$ cat src/rtl/iitc_pkg.sv
// shared types, register map and constants of the interrupt and timer controller
package iitc_pkg;

  // default configuration
  localparam int DEF_COUNTER_COUNT = 4;
  localparam int DEF_COUNTER_BITS  = 16;
  localparam int BUS_COUNTER_BITS  = 16;

  // opcodes
  localparam logic [2:0] OP_READ  = 3'd0;
  localparam logic [2:0] OP_WRITE = 3'd1;
  localparam logic [2:0] OP_TICK  = 3'd2;
  localparam logic [2:0] OP_PIN   = 3'd3;
  localparam logic [2:0] OP_POWER = 3'd4;
  localparam logic [2:0] OP_RX    = 3'd5;

  // register indexes (reg_offset bits 6:2)
  localparam logic [4:0] REG_CTRL        = 5'd0;
  localparam logic [4:0] REG_SERIAL      = 5'd1;
  localparam logic [4:0] REG_IRQA_STATUS = 5'd4;
  localparam logic [4:0] REG_IRQA_REQ    = 5'd5;
  localparam logic [4:0] REG_IRQA_MASK   = 5'd6;
  localparam logic [4:0] REG_IRQB_STATUS = 5'd8;
  localparam logic [4:0] REG_IRQB_REQ    = 5'd9;
  localparam logic [4:0] REG_IRQB_MASK   = 5'd10;
  localparam logic [4:0] REG_FIRQ_STATUS = 5'd12;
  localparam logic [4:0] REG_FIRQ_REQ    = 5'd13;
  localparam logic [4:0] REG_FIRQ_MASK   = 5'd14;
  localparam logic [4:0] REG_CNT_FIRST   = 5'd16;
  localparam logic [4:0] REG_CNT_LAST    = 5'd31;

  // counter sub-registers
  localparam logic [1:0] CNT_LOW   = 2'd0;
  localparam logic [1:0] CNT_HIGH  = 2'd1;
  localparam logic [1:0] CNT_GO    = 2'd2;
  localparam logic [1:0] CNT_LATCH = 2'd3;

  // pin selects
  localparam logic [4:0] PIN_IL0 = 5'd0;
  localparam logic [4:0] PIN_IL1 = 5'd1;
  localparam logic [4:0] PIN_IL5 = 5'd5;
  localparam logic [4:0] PIN_IL6 = 5'd6;
  localparam logic [4:0] PIN_IL7 = 5'd7;
  localparam logic [4:0] PIN_FH0 = 5'd8;
  localparam logic [4:0] PIN_FH1 = 5'd9;
  localparam logic [4:0] PIN_FL  = 5'd10;
  localparam logic [4:0] PIN_C0  = 5'd11;
  localparam logic [4:0] PIN_C5  = 5'd16;

  // irq and firq bit positions
  localparam int IRQ_POWER  = 4;
  localparam int IRQ_TIMER0 = 5;
  localparam int IRQ_TIMER1 = 6;
  localparam int IRQ_IL0    = 8;
  localparam int IRQ_TX     = 14;
  localparam int IRQ_RX     = 15;
  localparam int FIRQ_FL    = 2;
  localparam int FIRQ_IL0   = 6;

  // masks
  localparam logic [7:0] IRQ_ALWAYS   = 8'h80;
  localparam logic [7:0] IRQ_LATCHED  = 8'h7C;
  localparam logic [5:0] CTRL_BITS    = 6'h3F;
  localparam logic [7:0] CTRL_FIRQ    = 8'h38;
  localparam logic [7:0] CTRL_IRQ_SRC = 8'h0C;

  typedef struct packed {
    logic [2:0] opcode;
    logic [6:0] reg_offset;
    logic [7:0] write_data;
    logic [4:0] pin_select;
    logic       pin_level;
    logic [7:0] rx_byte;
  } item_t;

  typedef struct packed {
    logic [7:0] read_data;
    logic       irq_line;
    logic       firq_line;
    logic [5:0] control_pins_out;
    logic       tx_valid;
    logic [7:0] tx_byte;
  } result_t;

endpackage

$ cat src/rtl/iitc_in_stage.sv
// input register stage: holds one accepted item until the execute step takes it
module iitc_in_stage (
  input  logic           clk,
  input  logic           rst,
  input  logic           item_valid,
  output logic           item_ready,
  input  iitc_pkg::item_t item,
  input  logic           advance,
  output logic           fire,
  output iitc_pkg::item_t item_q
);

  logic held;

  // accept when empty or when the held item moves on this cycle
  assign item_ready = !rst && (!held || advance);
  assign fire       = held && advance;

  // occupancy flag
  always_ff @(posedge clk) begin
    if (rst) begin
      held <= 1'b0;
    end else if (item_valid && item_ready) begin
      held <= 1'b1;
    end else if (advance) begin
      held <= 1'b0;
    end
  end

  // payload capture
  always_ff @(posedge clk) begin
    if (item_valid && item_ready) begin
      item_q <= item;
    end
  end

endmodule

$ cat src/rtl/iitc_exec.sv
// controller state and the single-pass update for one item
module iitc_exec #(
  parameter int COUNTER_COUNT = iitc_pkg::DEF_COUNTER_COUNT,
  parameter int COUNTER_BITS  = iitc_pkg::DEF_COUNTER_BITS
) (
  input  logic             clk,
  input  logic             rst,
  input  logic             fire,
  input  iitc_pkg::item_t  item_q,
  output iitc_pkg::result_t res
);

  localparam int CntW = COUNTER_BITS;
  localparam int BusW = iitc_pkg::BUS_COUNTER_BITS;

  logic [15:0]     irq_pending,     irq_pending_next;
  logic [15:0]     irq_enable,      irq_enable_next;
  logic [7:0]      firq_pending,    firq_pending_next;
  logic [7:0]      firq_enable,     firq_enable_next;
  logic [5:0]      control_written, control_written_next;
  logic [5:0]      control_inputs,  control_inputs_next;
  logic [7:0]      received_byte,   received_byte_next;
  logic [CntW-1:0] reload_value    [COUNTER_COUNT];
  logic [CntW-1:0] reload_value_next [COUNTER_COUNT];
  logic [CntW-1:0] current_count   [COUNTER_COUNT];
  logic [CntW-1:0] current_count_next [COUNTER_COUNT];
  logic [CntW-1:0] snapshot_count  [COUNTER_COUNT];
  logic [CntW-1:0] snapshot_count_next [COUNTER_COUNT];
  logic            counter_running [COUNTER_COUNT];
  logic            counter_running_next [COUNTER_COUNT];

  logic [4:0]      reg_sel;
  logic [7:0]      rd;
  logic            tx_v;
  logic [7:0]      tx_b;

  assign reg_sel = item_q.reg_offset[6:2];

  // decode the item and form next state plus result fields
  always_comb begin
    logic [BusW-1:0] wide;
    logic [7:0]      pend_shown;
    wide                 = '0;
    pend_shown           = irq_pending[7:0] | iitc_pkg::IRQ_ALWAYS;
    irq_pending_next     = irq_pending;
    irq_enable_next      = irq_enable;
    firq_pending_next    = firq_pending;
    firq_enable_next     = firq_enable;
    control_written_next = control_written;
    control_inputs_next  = control_inputs;
    received_byte_next   = received_byte;
    for (int k = 0; k < COUNTER_COUNT; k++) begin
      reload_value_next[k]    = reload_value[k];
      current_count_next[k]   = current_count[k];
      snapshot_count_next[k]  = snapshot_count[k];
      counter_running_next[k] = counter_running[k];
    end
    rd   = '0;
    tx_v = 1'b0;
    tx_b = '0;

    if (fire) begin
      case (item_q.opcode)
        // bus read
        iitc_pkg::OP_READ: begin
          case (reg_sel) inside
            iitc_pkg::REG_CTRL: begin
              rd = {irq_pending[3:2], control_inputs};
            end
            iitc_pkg::REG_SERIAL: begin
              rd = received_byte;
              irq_pending_next[iitc_pkg::IRQ_RX] = 1'b0;
            end
            iitc_pkg::REG_IRQA_STATUS: rd = pend_shown;
            iitc_pkg::REG_IRQA_REQ:    rd = pend_shown & irq_enable[7:0];
            iitc_pkg::REG_IRQA_MASK:   rd = irq_enable[7:0];
            iitc_pkg::REG_IRQB_STATUS: rd = irq_pending[15:8];
            iitc_pkg::REG_IRQB_REQ:    rd = irq_pending[15:8] & irq_enable[15:8];
            iitc_pkg::REG_IRQB_MASK:   rd = irq_enable[15:8];
            iitc_pkg::REG_FIRQ_STATUS: rd = firq_pending;
            iitc_pkg::REG_FIRQ_REQ:    rd = firq_pending & firq_enable;
            iitc_pkg::REG_FIRQ_MASK:   rd = firq_enable;
            [iitc_pkg::REG_CNT_FIRST:iitc_pkg::REG_CNT_LAST]: begin
              for (int k = 0; k < COUNTER_COUNT; k++) begin
                if (reg_sel[3:2] == 2'(k)) begin
                  wide = BusW'(snapshot_count[k]);
                  if (reg_sel[1:0] == iitc_pkg::CNT_LOW) begin
                    rd = wide[7:0];
                  end else if (reg_sel[1:0] == iitc_pkg::CNT_HIGH) begin
                    rd = wide[15:8];
                  end
                end
              end
            end
            default: rd = '0;
          endcase
        end

        // bus write
        iitc_pkg::OP_WRITE: begin
          case (reg_sel) inside
            iitc_pkg::REG_CTRL: begin
              control_written_next = item_q.write_data[5:0];
            end
            iitc_pkg::REG_SERIAL: begin
              tx_v = 1'b1;
              tx_b = item_q.write_data;
              irq_pending_next[iitc_pkg::IRQ_TX] = 1'b0;
            end
            iitc_pkg::REG_IRQA_REQ: begin
              irq_pending_next[7:0] = irq_pending[7:0]
                                    & ~(item_q.write_data & iitc_pkg::IRQ_LATCHED);
            end
            iitc_pkg::REG_IRQA_MASK: irq_enable_next[7:0]  = item_q.write_data;
            iitc_pkg::REG_IRQB_MASK: irq_enable_next[15:8] = item_q.write_data;
            iitc_pkg::REG_FIRQ_MASK: firq_enable_next      = item_q.write_data;
            [iitc_pkg::REG_CNT_FIRST:iitc_pkg::REG_CNT_LAST]: begin
              for (int k = 0; k < COUNTER_COUNT; k++) begin
                if (reg_sel[3:2] == 2'(k)) begin
                  wide = BusW'(reload_value[k]);
                  case (reg_sel[1:0])
                    iitc_pkg::CNT_LOW: begin
                      wide[7:0] = item_q.write_data;
                      reload_value_next[k] = wide[CntW-1:0];
                    end
                    iitc_pkg::CNT_HIGH: begin
                      wide[15:8] = item_q.write_data;
                      reload_value_next[k] = wide[CntW-1:0];
                    end
                    iitc_pkg::CNT_GO: begin
                      current_count_next[k]   = reload_value[k];
                      counter_running_next[k] = 1'b1;
                    end
                    default: snapshot_count_next[k] = current_count[k];
                  endcase
                end
              end
            end
            default: ;
          endcase
        end

        // timer tick: each counter is its own lane
        iitc_pkg::OP_TICK: begin
          for (int k = 0; k < COUNTER_COUNT; k++) begin
            if (counter_running[k] && (reload_value[k] != '0)) begin
              if (current_count[k] <= CntW'(1)) begin
                current_count_next[k] = reload_value[k];
                if (k == 0) irq_pending_next[iitc_pkg::IRQ_TIMER0] = 1'b1;
                if (k == 1) irq_pending_next[iitc_pkg::IRQ_TIMER1] = 1'b1;
              end else begin
                current_count_next[k] = current_count[k] - CntW'(1);
              end
            end
          end
        end

        // pin level change
        iitc_pkg::OP_PIN: begin
          case (item_q.pin_select) inside
            iitc_pkg::PIN_IL0: begin
              irq_pending_next[iitc_pkg::IRQ_IL0]    = !item_q.pin_level;
              firq_pending_next[iitc_pkg::FIRQ_IL0]  = !item_q.pin_level;
            end
            [iitc_pkg::PIN_IL1:iitc_pkg::PIN_IL5]: begin
              irq_pending_next[4'(item_q.pin_select + 5'd8)] = !item_q.pin_level;
            end
            [iitc_pkg::PIN_IL6:iitc_pkg::PIN_IL7]: begin
              irq_pending_next[4'(item_q.pin_select - iitc_pkg::PIN_IL6)] =
                !item_q.pin_level;
            end
            [iitc_pkg::PIN_FH0:iitc_pkg::PIN_FH1]: begin
              firq_pending_next[3'(item_q.pin_select - iitc_pkg::PIN_FH0)] =
                item_q.pin_level;
            end
            iitc_pkg::PIN_FL: begin
              firq_pending_next[iitc_pkg::FIRQ_FL] = !item_q.pin_level;
            end
            [iitc_pkg::PIN_C0:iitc_pkg::PIN_C5]: begin
              control_inputs_next[3'(item_q.pin_select - iitc_pkg::PIN_C0)] =
                item_q.pin_level;
              firq_pending_next = (firq_pending & ~iitc_pkg::CTRL_FIRQ)
                                | ({2'b00, control_inputs_next} & iitc_pkg::CTRL_FIRQ);
            end
            default: ;
          endcase
        end

        iitc_pkg::OP_POWER: irq_pending_next[iitc_pkg::IRQ_POWER] = 1'b1;

        iitc_pkg::OP_RX: begin
          received_byte_next = item_q.rx_byte;
          irq_pending_next[iitc_pkg::IRQ_RX] = 1'b1;
        end

        default: ;
      endcase
    end
  end

  // result fields reflect state after the item
  always_comb begin
    res.read_data        = rd;
    res.irq_line         = ((irq_pending_next | {8'h00, iitc_pkg::IRQ_ALWAYS})
                            & irq_enable_next) != '0;
    res.firq_line        = (firq_pending_next & firq_enable_next) != '0;
    res.control_pins_out = control_written_next & iitc_pkg::CTRL_BITS;
    res.tx_valid         = tx_v;
    res.tx_byte          = tx_b;
  end

  // state registers
  always_ff @(posedge clk) begin
    if (rst) begin
      irq_pending     <= '0;
      irq_enable      <= '0;
      firq_pending    <= '0;
      firq_enable     <= '0;
      control_written <= iitc_pkg::CTRL_BITS;
      control_inputs  <= iitc_pkg::CTRL_BITS;
      received_byte   <= '0;
      for (int k = 0; k < COUNTER_COUNT; k++) begin
        reload_value[k]    <= '0;
        current_count[k]   <= '0;
        snapshot_count[k]  <= '0;
        counter_running[k] <= 1'b0;
      end
    end else begin
      irq_pending     <= irq_pending_next;
      irq_enable      <= irq_enable_next;
      firq_pending    <= firq_pending_next;
      firq_enable     <= firq_enable_next;
      control_written <= control_written_next;
      control_inputs  <= control_inputs_next;
      received_byte   <= received_byte_next;
      for (int k = 0; k < COUNTER_COUNT; k++) begin
        reload_value[k]    <= reload_value_next[k];
        current_count[k]   <= current_count_next[k];
        snapshot_count[k]  <= snapshot_count_next[k];
        counter_running[k] <= counter_running_next[k];
      end
    end
  end

endmodule

$ cat src/rtl/iitc_out_stage.sv
// result register: holds one finished result until the consumer takes the transfer
module iitc_out_stage (
  input  logic              clk,
  input  logic              rst,
  input  logic              load,
  input  iitc_pkg::result_t res,
  output logic              advance,
  output logic              result_valid,
  input  logic              result_ready,
  output iitc_pkg::result_t result
);

  // the register frees up when empty or when its transfer completes
  assign advance = !result_valid || result_ready;

  // valid flag
  always_ff @(posedge clk) begin
    if (rst) begin
      result_valid <= 1'b0;
    end else if (load) begin
      result_valid <= 1'b1;
    end else if (result_ready) begin
      result_valid <= 1'b0;
    end
  end

  // payload capture
  always_ff @(posedge clk) begin
    if (load) begin
      result <= res;
    end
  end

endmodule

$ cat src/rtl/io_interrupt_timer_controller_core.sv
// top level of the i/o interrupt and timer controller
// a result passes the input register and then the result register before it is valid
// throughput: one item per cycle unless stalled; the register file update is one combinational pass
// item_ready drops only while a held result waits and the input register is full
// reset (rst, synchronous): irq/firq status and masks, counters and serial byte clear,
// control port and control inputs go to all ones, both stages empty
module io_interrupt_timer_controller_core #(
  parameter int COUNTER_COUNT = iitc_pkg::DEF_COUNTER_COUNT,
  parameter int COUNTER_BITS  = iitc_pkg::DEF_COUNTER_BITS
) (
  input  logic              clk,
  input  logic              rst,
  input  logic              item_valid,
  output logic              item_ready,
  input  iitc_pkg::item_t   item,
  output logic              result_valid,
  input  logic              result_ready,
  output iitc_pkg::result_t result
);

  logic              advance;
  logic              fire;
  iitc_pkg::item_t   item_q;
  iitc_pkg::result_t res;

  // input register
  iitc_in_stage u_in (
    .clk        (clk),
    .rst        (rst),
    .item_valid (item_valid),
    .item_ready (item_ready),
    .item       (item),
    .advance    (advance),
    .fire       (fire),
    .item_q     (item_q)
  );

  // state and update logic
  iitc_exec #(
    .COUNTER_COUNT (COUNTER_COUNT),
    .COUNTER_BITS  (COUNTER_BITS)
  ) u_exec (
    .clk    (clk),
    .rst    (rst),
    .fire   (fire),
    .item_q (item_q),
    .res    (res)
  );

  // result register
  iitc_out_stage u_out (
    .clk          (clk),
    .rst          (rst),
    .load         (fire),
    .res          (res),
    .advance      (advance),
    .result_valid (result_valid),
    .result_ready (result_ready),
    .result       (result)
  );

endmodule

$ cat config.mk
export PLATFORM = sky130hd
export DESIGN_NAME = io_interrupt_timer_controller_core
export DESIGN_NICKNAME = d
export VERILOG_FILES = /design/src/rtl/iitc_pkg.sv /design/src/rtl/iitc_in_stage.sv /design/src/rtl/iitc_exec.sv /design/src/rtl/iitc_out_stage.sv /design/src/rtl/io_interrupt_timer_controller_core.sv
export SDC_FILE = /design/constraint.sdc
export NUM_CORES = 1
export LEC_CHECK = 0
export ABC_AREA = 1
export BUFFER_PORTS_ARGS = -buffer_cell sky130_fd_sc_hd__buf_2
export CAP_MARGIN = 40
export CORE_ASPECT_RATIO = 1.4
export CORE_MARGIN = 5
export CORE_UTILIZATION = 55
export DETAILED_ROUTE_END_ITERATION = 10
export GPL_TIMING_DRIVEN = 0
export PLACE_DENSITY = 0.72
export SETUP_SLACK_MARGIN = 0.02
export SKIP_LAST_GASP = 1
export SYNTH_ARGS = -nofsm -noshare
export SYNTH_HDL_FRONTEND = slang
export SYNTH_SLANG_ARGS = --single-unit
$ cat constraint.sdc
create_clock -name clk -period 3.8 [get_ports clk]
set_input_delay 0.76 -clock clk [delete_from_list [all_inputs] [get_ports clk]]
set_output_delay 0.76 -clock clk [all_outputs]
set_load 0.01 [all_outputs]
==> impl_metrics.toml, run 1 <==
[pwr]
power.static_leakage_uw = 0.00763
p_per_area_nw_per_um2 = 416
worst_ir_drop_vdd_uv = 342
design_power_total_uw = 7580

[timing]
min_period_ps = 3540
rsz0062_at_grt = "no"
setup_viol_count_final = 0
finalCritPeriodShare = 0.932
layout_setup_ws_ps = 260
hold_violations = 0
maxSlewHeadroom = 0.347
tightest_slew_ps = 979
drv_slew = 0
fmax_mhz = 282
skew_ps = 16.0

[die]
die_area_um2 = 33100
start_util = 0.557
io_pins = 63
die_x_um = 155
row_count = 74
core_area_um2 = 29200
die_h_um = 213

[layout]
num_antenna_cells = 0
area_growth_pct = 12.2
fin_nets = 2439
drive_gt1_frac = 0.0850
final_cells = 2792
fin_area_um2 = 18200

[routing]
vias_per_cell = 5.84
vias = 16300
firstDrtPassIters = 6
antenna_left = 0
post_drt_wl_per_cell_um = 20.5
drc = 0
drtIter0Drc = 1528
drt-total-wl_mm = 57.1

[flow_run]
drv_cap = 0

[synth]
syn_nets = 2341
synth_most_common_cell = "nand2_1"
yosysTopAreaCellShare = 0.327
synthDistinctLibCells = 53
syn_area_um2 = 16200
ys_seq_area_frac = 0.428
synth_flop_cell = "dfxtp_1"
synth_common_cells = "nand2_1 (418), nor2_1 (290), o21ai_0 (284)"
ys_warn_count = 0
synthesis.instances = 2288
synth_top_cell_by_area = "dfxtp_1"
synth-async-reset-ratio = 0
synth_edf_count = 55
synth.avg_cell_area_um2 = 7.10
synth-seq-cells = 320
ys_top_cells_by_area = "dfxtp_1 (33%), edfxtp_1 (10%), nand2_1 (9.7%), o21ai_0 (8.8%), a21oi_1 (7.0%)"

[critical_path]
critPathRequiredTime_ps = 4070
crit_fanout = 33
cp-start-kind = "primary input"
crit_type = "primary input to register"
worstSetupEndpointType = "register"
crit_arrival_ps = 3810
r2r_start = "u_out.result_valid"
crit_path_start = "result_ready"

[grt]
grt_use_met1 = 0.368
gr-usage-met2 = 0.604
track_usage = 0.338
grt_first_pass_wirelength_mm = 86.6
grt_pass1_vias = 15300
antenna_found_initial = 0
grt_max_degree = 34
grt_overflow = 0
grt-busiest-layer = "met2"
use_met3 = 0.0440

[clock_tree]
cts_tree = "built"
root_buffer = "clkbuf_16"
cts.path.max_buffers = 3
cts.sinks = 320
hold_buffers = 0
post_cts_buffers = 0
clk_latency_ps = 530
cts_buffers = 34
ctsResizeCount = 0
cts.clk_slew.worst_paths_ps = 60
htreeDepth = 2

[outcome]
status = "finished, final reports clean"

[min_path]
hold_start = "item[28]"
min_path_type = "primary input to register"

[placement]
place_hpwl_mm = 44.1
routabilityCongestion = 1.05
dp_cells = 2730
place_ws_ps = -187
io_buffers = 59
place_area_um2 = 17100
[power breakdown]
| group | internal, uW | total (uW) | switching, uW |
|---|---|---|---|
| clock network | 2040 | 3460 | 1420 |
| registers | 3490 | 3530 | 37.7 |
| logic | 155 | 592 | 436 |
[per-stage QoR]
stage | hold WS [ps] | util | setup TNS [ps]
4_1_cts | 387 | 0.625 | 0
5_1_grt | 387 | 0.625 | 0
3_3_place_gp | 439 | 0.583 | -15810
6_report | 400 | 0.625 | 0
2_1_floorplan | 425 | - | 0
3_5_place_dp | 448 | 0.585 | -230
[routing by layer]
metal  share of wire  vias up
met2            0.50      762
met1            0.35     7505
met4           0.086        0
met5               0        -
li1                -     7832
met3           0.064      220
[layout by cell type, fill, tap and decap left out, types with 23 or more instances in the layout]
master,count
a21oi_1,226
buf_2,80
clkbuf_1,75
clkbuf_16,37
dfxtp_1,265
edfxtp_1,55
inv_1,254
nand2_1,418
nand3_1,104
nand4_1,23
nor2_1,289
o211ai_1,28
o21ai_0,284
[cell families after synthesis]
family,Yosys count,synth area share
AO/OA/AOI/OAI,643,0.215
buffers and inverters,373,0.0899
AND/OR/NAND/NOR,909,0.239
XOR/XNOR,25,0.0135
flip-flops,320,0.428
multiplexers,1,0.000616
adder cells (fa/ha/maj),17,0.0131
[sequential cells by signal, indices dropped and copies added, names as in the netlist]
signal	count
u_exec.reload_value	64
u_exec.control_inputs	6
u_exec.irq_pending	15
u_exec.firq_pending	8
u_in.held	1
u_exec.current_count	64
u_out.result	25
u_out.result_valid	1
u_exec.firq_enable	8
u_exec.received_byte	8
u_in.item_q	30
u_exec.snapshot_count	64
u_exec.counter_running	4
u_exec.control_written	6
u_exec.irq_enable	16
[worst max-delay path: stages]
cell     delay (ps)
buf_2            90
inv_1            40
nand2_1         100
nand2_2         250
inv_2           730
nand2_1         430
nor2_2          350
buf_2           280
nand3_1         130
nand3_1         100
nand3_1          70
nor2_1           90
nand3_1         110
nor2_1          140
nand2_1         110
[worst paths after layout]
kind | slack, ps | cells after the start | end
max | 260 | 15 | u_out.result[16]
min | 400 | 1 | u_in.item_q[28]
max reg2reg | 280 | 13 | u_out.result[16]
min reg2reg | 460 | 2 | u_exec.received_byte[2]
[area by class of cell]
class                   count  area (um2)
inverters                 275        1030
well taps                 380         475
flip-flops and latches    320        6960
repair buffers             62         342
clock inverters            13         128
clock buffers              49        1030
plain buffers              98         428
multi-input cells        1595        7830
fillers                  2667       10900
Note: power is estimated with default switching activity, not from simulation.
==> run 2: changes to the inputs <==
--- a/config.mk
+++ b/config.mk
@@ -8,12 +8,10 @@
 export ABC_AREA = 1
 export BUFFER_PORTS_ARGS = -buffer_cell sky130_fd_sc_hd__buf_2
 export CAP_MARGIN = 40
-export CORE_ASPECT_RATIO = 1.4
 export CORE_MARGIN = 5
-export CORE_UTILIZATION = 55
+export CORE_UTILIZATION = 26
 export DETAILED_ROUTE_END_ITERATION = 10
 export GPL_TIMING_DRIVEN = 0
-export PLACE_DENSITY = 0.72
 export SETUP_SLACK_MARGIN = 0.02
 export SKIP_LAST_GASP = 1
 export SYNTH_ARGS = -nofsm -noshare
==> impl_metrics.toml, run 2 (synthesis gave the netlist of run 1 again) <==
[outcome]
status = "finished, final reports clean"

[timing]
maxSlewHeadroom = 0.359
fin_setup_tns_ps = 0
fmax_mhz = 284
finalCritPeriodShare = 0.928
drv_slew = 0
skew_ps = 22.1
hold_violations = 0
setup_viol_count_final = 0
holdWs_ps = 385
rsz0062_at_grt = "no"
min_period_ps = 3530
tightest_slew_ps = 958

[layout]
fin_nets = 2442
area_growth_pct = 16.3
fin_area_um2 = 18900
n_fill_cell = 6745
final_common_cell = "nand2_1"
layout_common_cells = "nand2_1 (418), nor2_1 (289), o21ai_0 (284)"
largestRegisters = "u_exec.current_count x64, u_exec.reload_value x64, u_exec.snapshot_count x64"
fin_util = 0.305
drive_gt1_frac = 0.0861

[critical_path]
critPathRequiredTime_ps = 4100
critPathTopFamily = "simple AND/OR/NAND/NOR gates"
worstSetupEndpointType = "register"
cp-start-kind = "register"
crit_type = "register to register"
cp.depth = 13
cp_slowest_cell = "inv_2"
crit_arrival_ps = 3830
reg2reg_slack_ps = 270
cpPeakStageDelay_ps = 760
crit_fanout = 33
crit_chain = "nand2_1 > nand2_2 > inv_2 > nand2_1 > nor2_2 > buf_2 > nand4_1 > nand2_1 > nor2_1 > nor2_1 > nand3_1 > nor2_1 > nand2_1"
path_common_cell = "nand2_1"
worst-path-buf-inv = 2
reg2reg_depth = 13

[routing]
drc = 0
post_drt_wl_per_cell_um = 18.1
firstDrtPassIters = 5
vias_per_cell = 4.97
wl_met3_mm = 5.37
wl_met2_mm = 24.9
topRoutingLayerUsed = "met5"
drtIter0Drc = 1929
drt-total-wl_mm = 58.8
vias = 16200
antenna_left = 0
routedLengthMet1_mm = 26.8

[min_path]
hold_depth = 1
min_path_type = "primary input to register"

[pwr]
p_per_area_nw_per_um2 = 414
design_power_total_uw = 7810
power.static_leakage_uw = 0.00768
worst_ir_drop_vdd_uv = 308

[die]
die_x_um = 260
row_count = 91
core_area_um2 = 61800
die_h_um = 260
start_util = 0.263
io_pins = 63
die_area_um2 = 67600

[grt]
antenna_found_initial = 3
grt_overflow = 0
grt_first_pass_wirelength_mm = 88.2
grt_pass1_vias = 14700
grt_max_degree = 34
track_usage = 0.168

[clock_tree]
cts.sinks = 320
hold_buffers = 0
cts_tree = "built"
post_cts_buffers = 0
ctsResizeCount = 0
cts.clk_slew.worst_paths_ps = 60
root_buffer = "clkbuf_16"
clk_latency_ps = 560
htreeDepth = 2
cts.path.max_buffers = 3
cts_buffers = 37

[placement]
io_buffers = 59
routabilityCongestion = 0.976
place_area_um2 = 17600
place_hpwl_mm = 44.5

[flow_run]
drv_cap = 0
run 2: cell types whose count changed in the layout (fill, tap and decap cells not counted), moves of 2 or more:
cell | before | now
clkbuf_8 | 6 | 8
clkinvlp_4 | 3 | 1
clkbuf_16 | 37 | 40
diode_2 | 0 | 2
clkinv_2 | 2 | 4
clkbuf_1 | 75 | 77
run 2: path summary, 6_finish.rpt:
| path | start | endpoint |
|---|---|---|
| setup reg to reg | u_out.result_valid | u_out.result[16] |
| hold / removal | item[21] | u_in.item_q[21] |
| hold reg to reg | u_exec.received_byte[0] | u_exec.received_byte[0] |
| setup / recovery | u_out.result_valid | u_out.result[16] |
run 2: through the flow:
| step | instances | worst slack (ps) |
|---|---|---|
| 4_1_cts | 3253 | 353 |
| 3_5_place_dp | 3187 | -214 |
| 6_report | 3255 | 273 |
| 3_3_place_gp | 3184 | -402 |
| 5_1_grt | 3254 | 97.5 |
| 2_1_floorplan | 2288 | 778 |
run 2: routing by layer:
layer,vias up,track usage
li1,7836,-
met1,7499,0.241
met2,719,0.255
met3,109,0.0328
met4,2,0.0484
met5,-,0
run 2: area by class of cell:
cell class              instances  area (um2)  share of cell area
clock inverters                10         104             0.00550
plain buffers                  98         428              0.0227
clock buffers                  56        1140              0.0604
multi-input cells            1595        7830               0.415
inverters                     275        1030              0.0547
diodes                          2        5.00            0.000265
repair buffers                 62         342              0.0181
flip-flops and latches        320        6960               0.368
well taps                     837        1050              0.0555
run 2: report_power, final:
group	switching (uW)	leakage (uW)	internal [uW]	total [uW]
sequential	38.6	0.00263	3490	3530
clock	1470	0.000612	2210	3680
combinational	446	0.00444	155	601
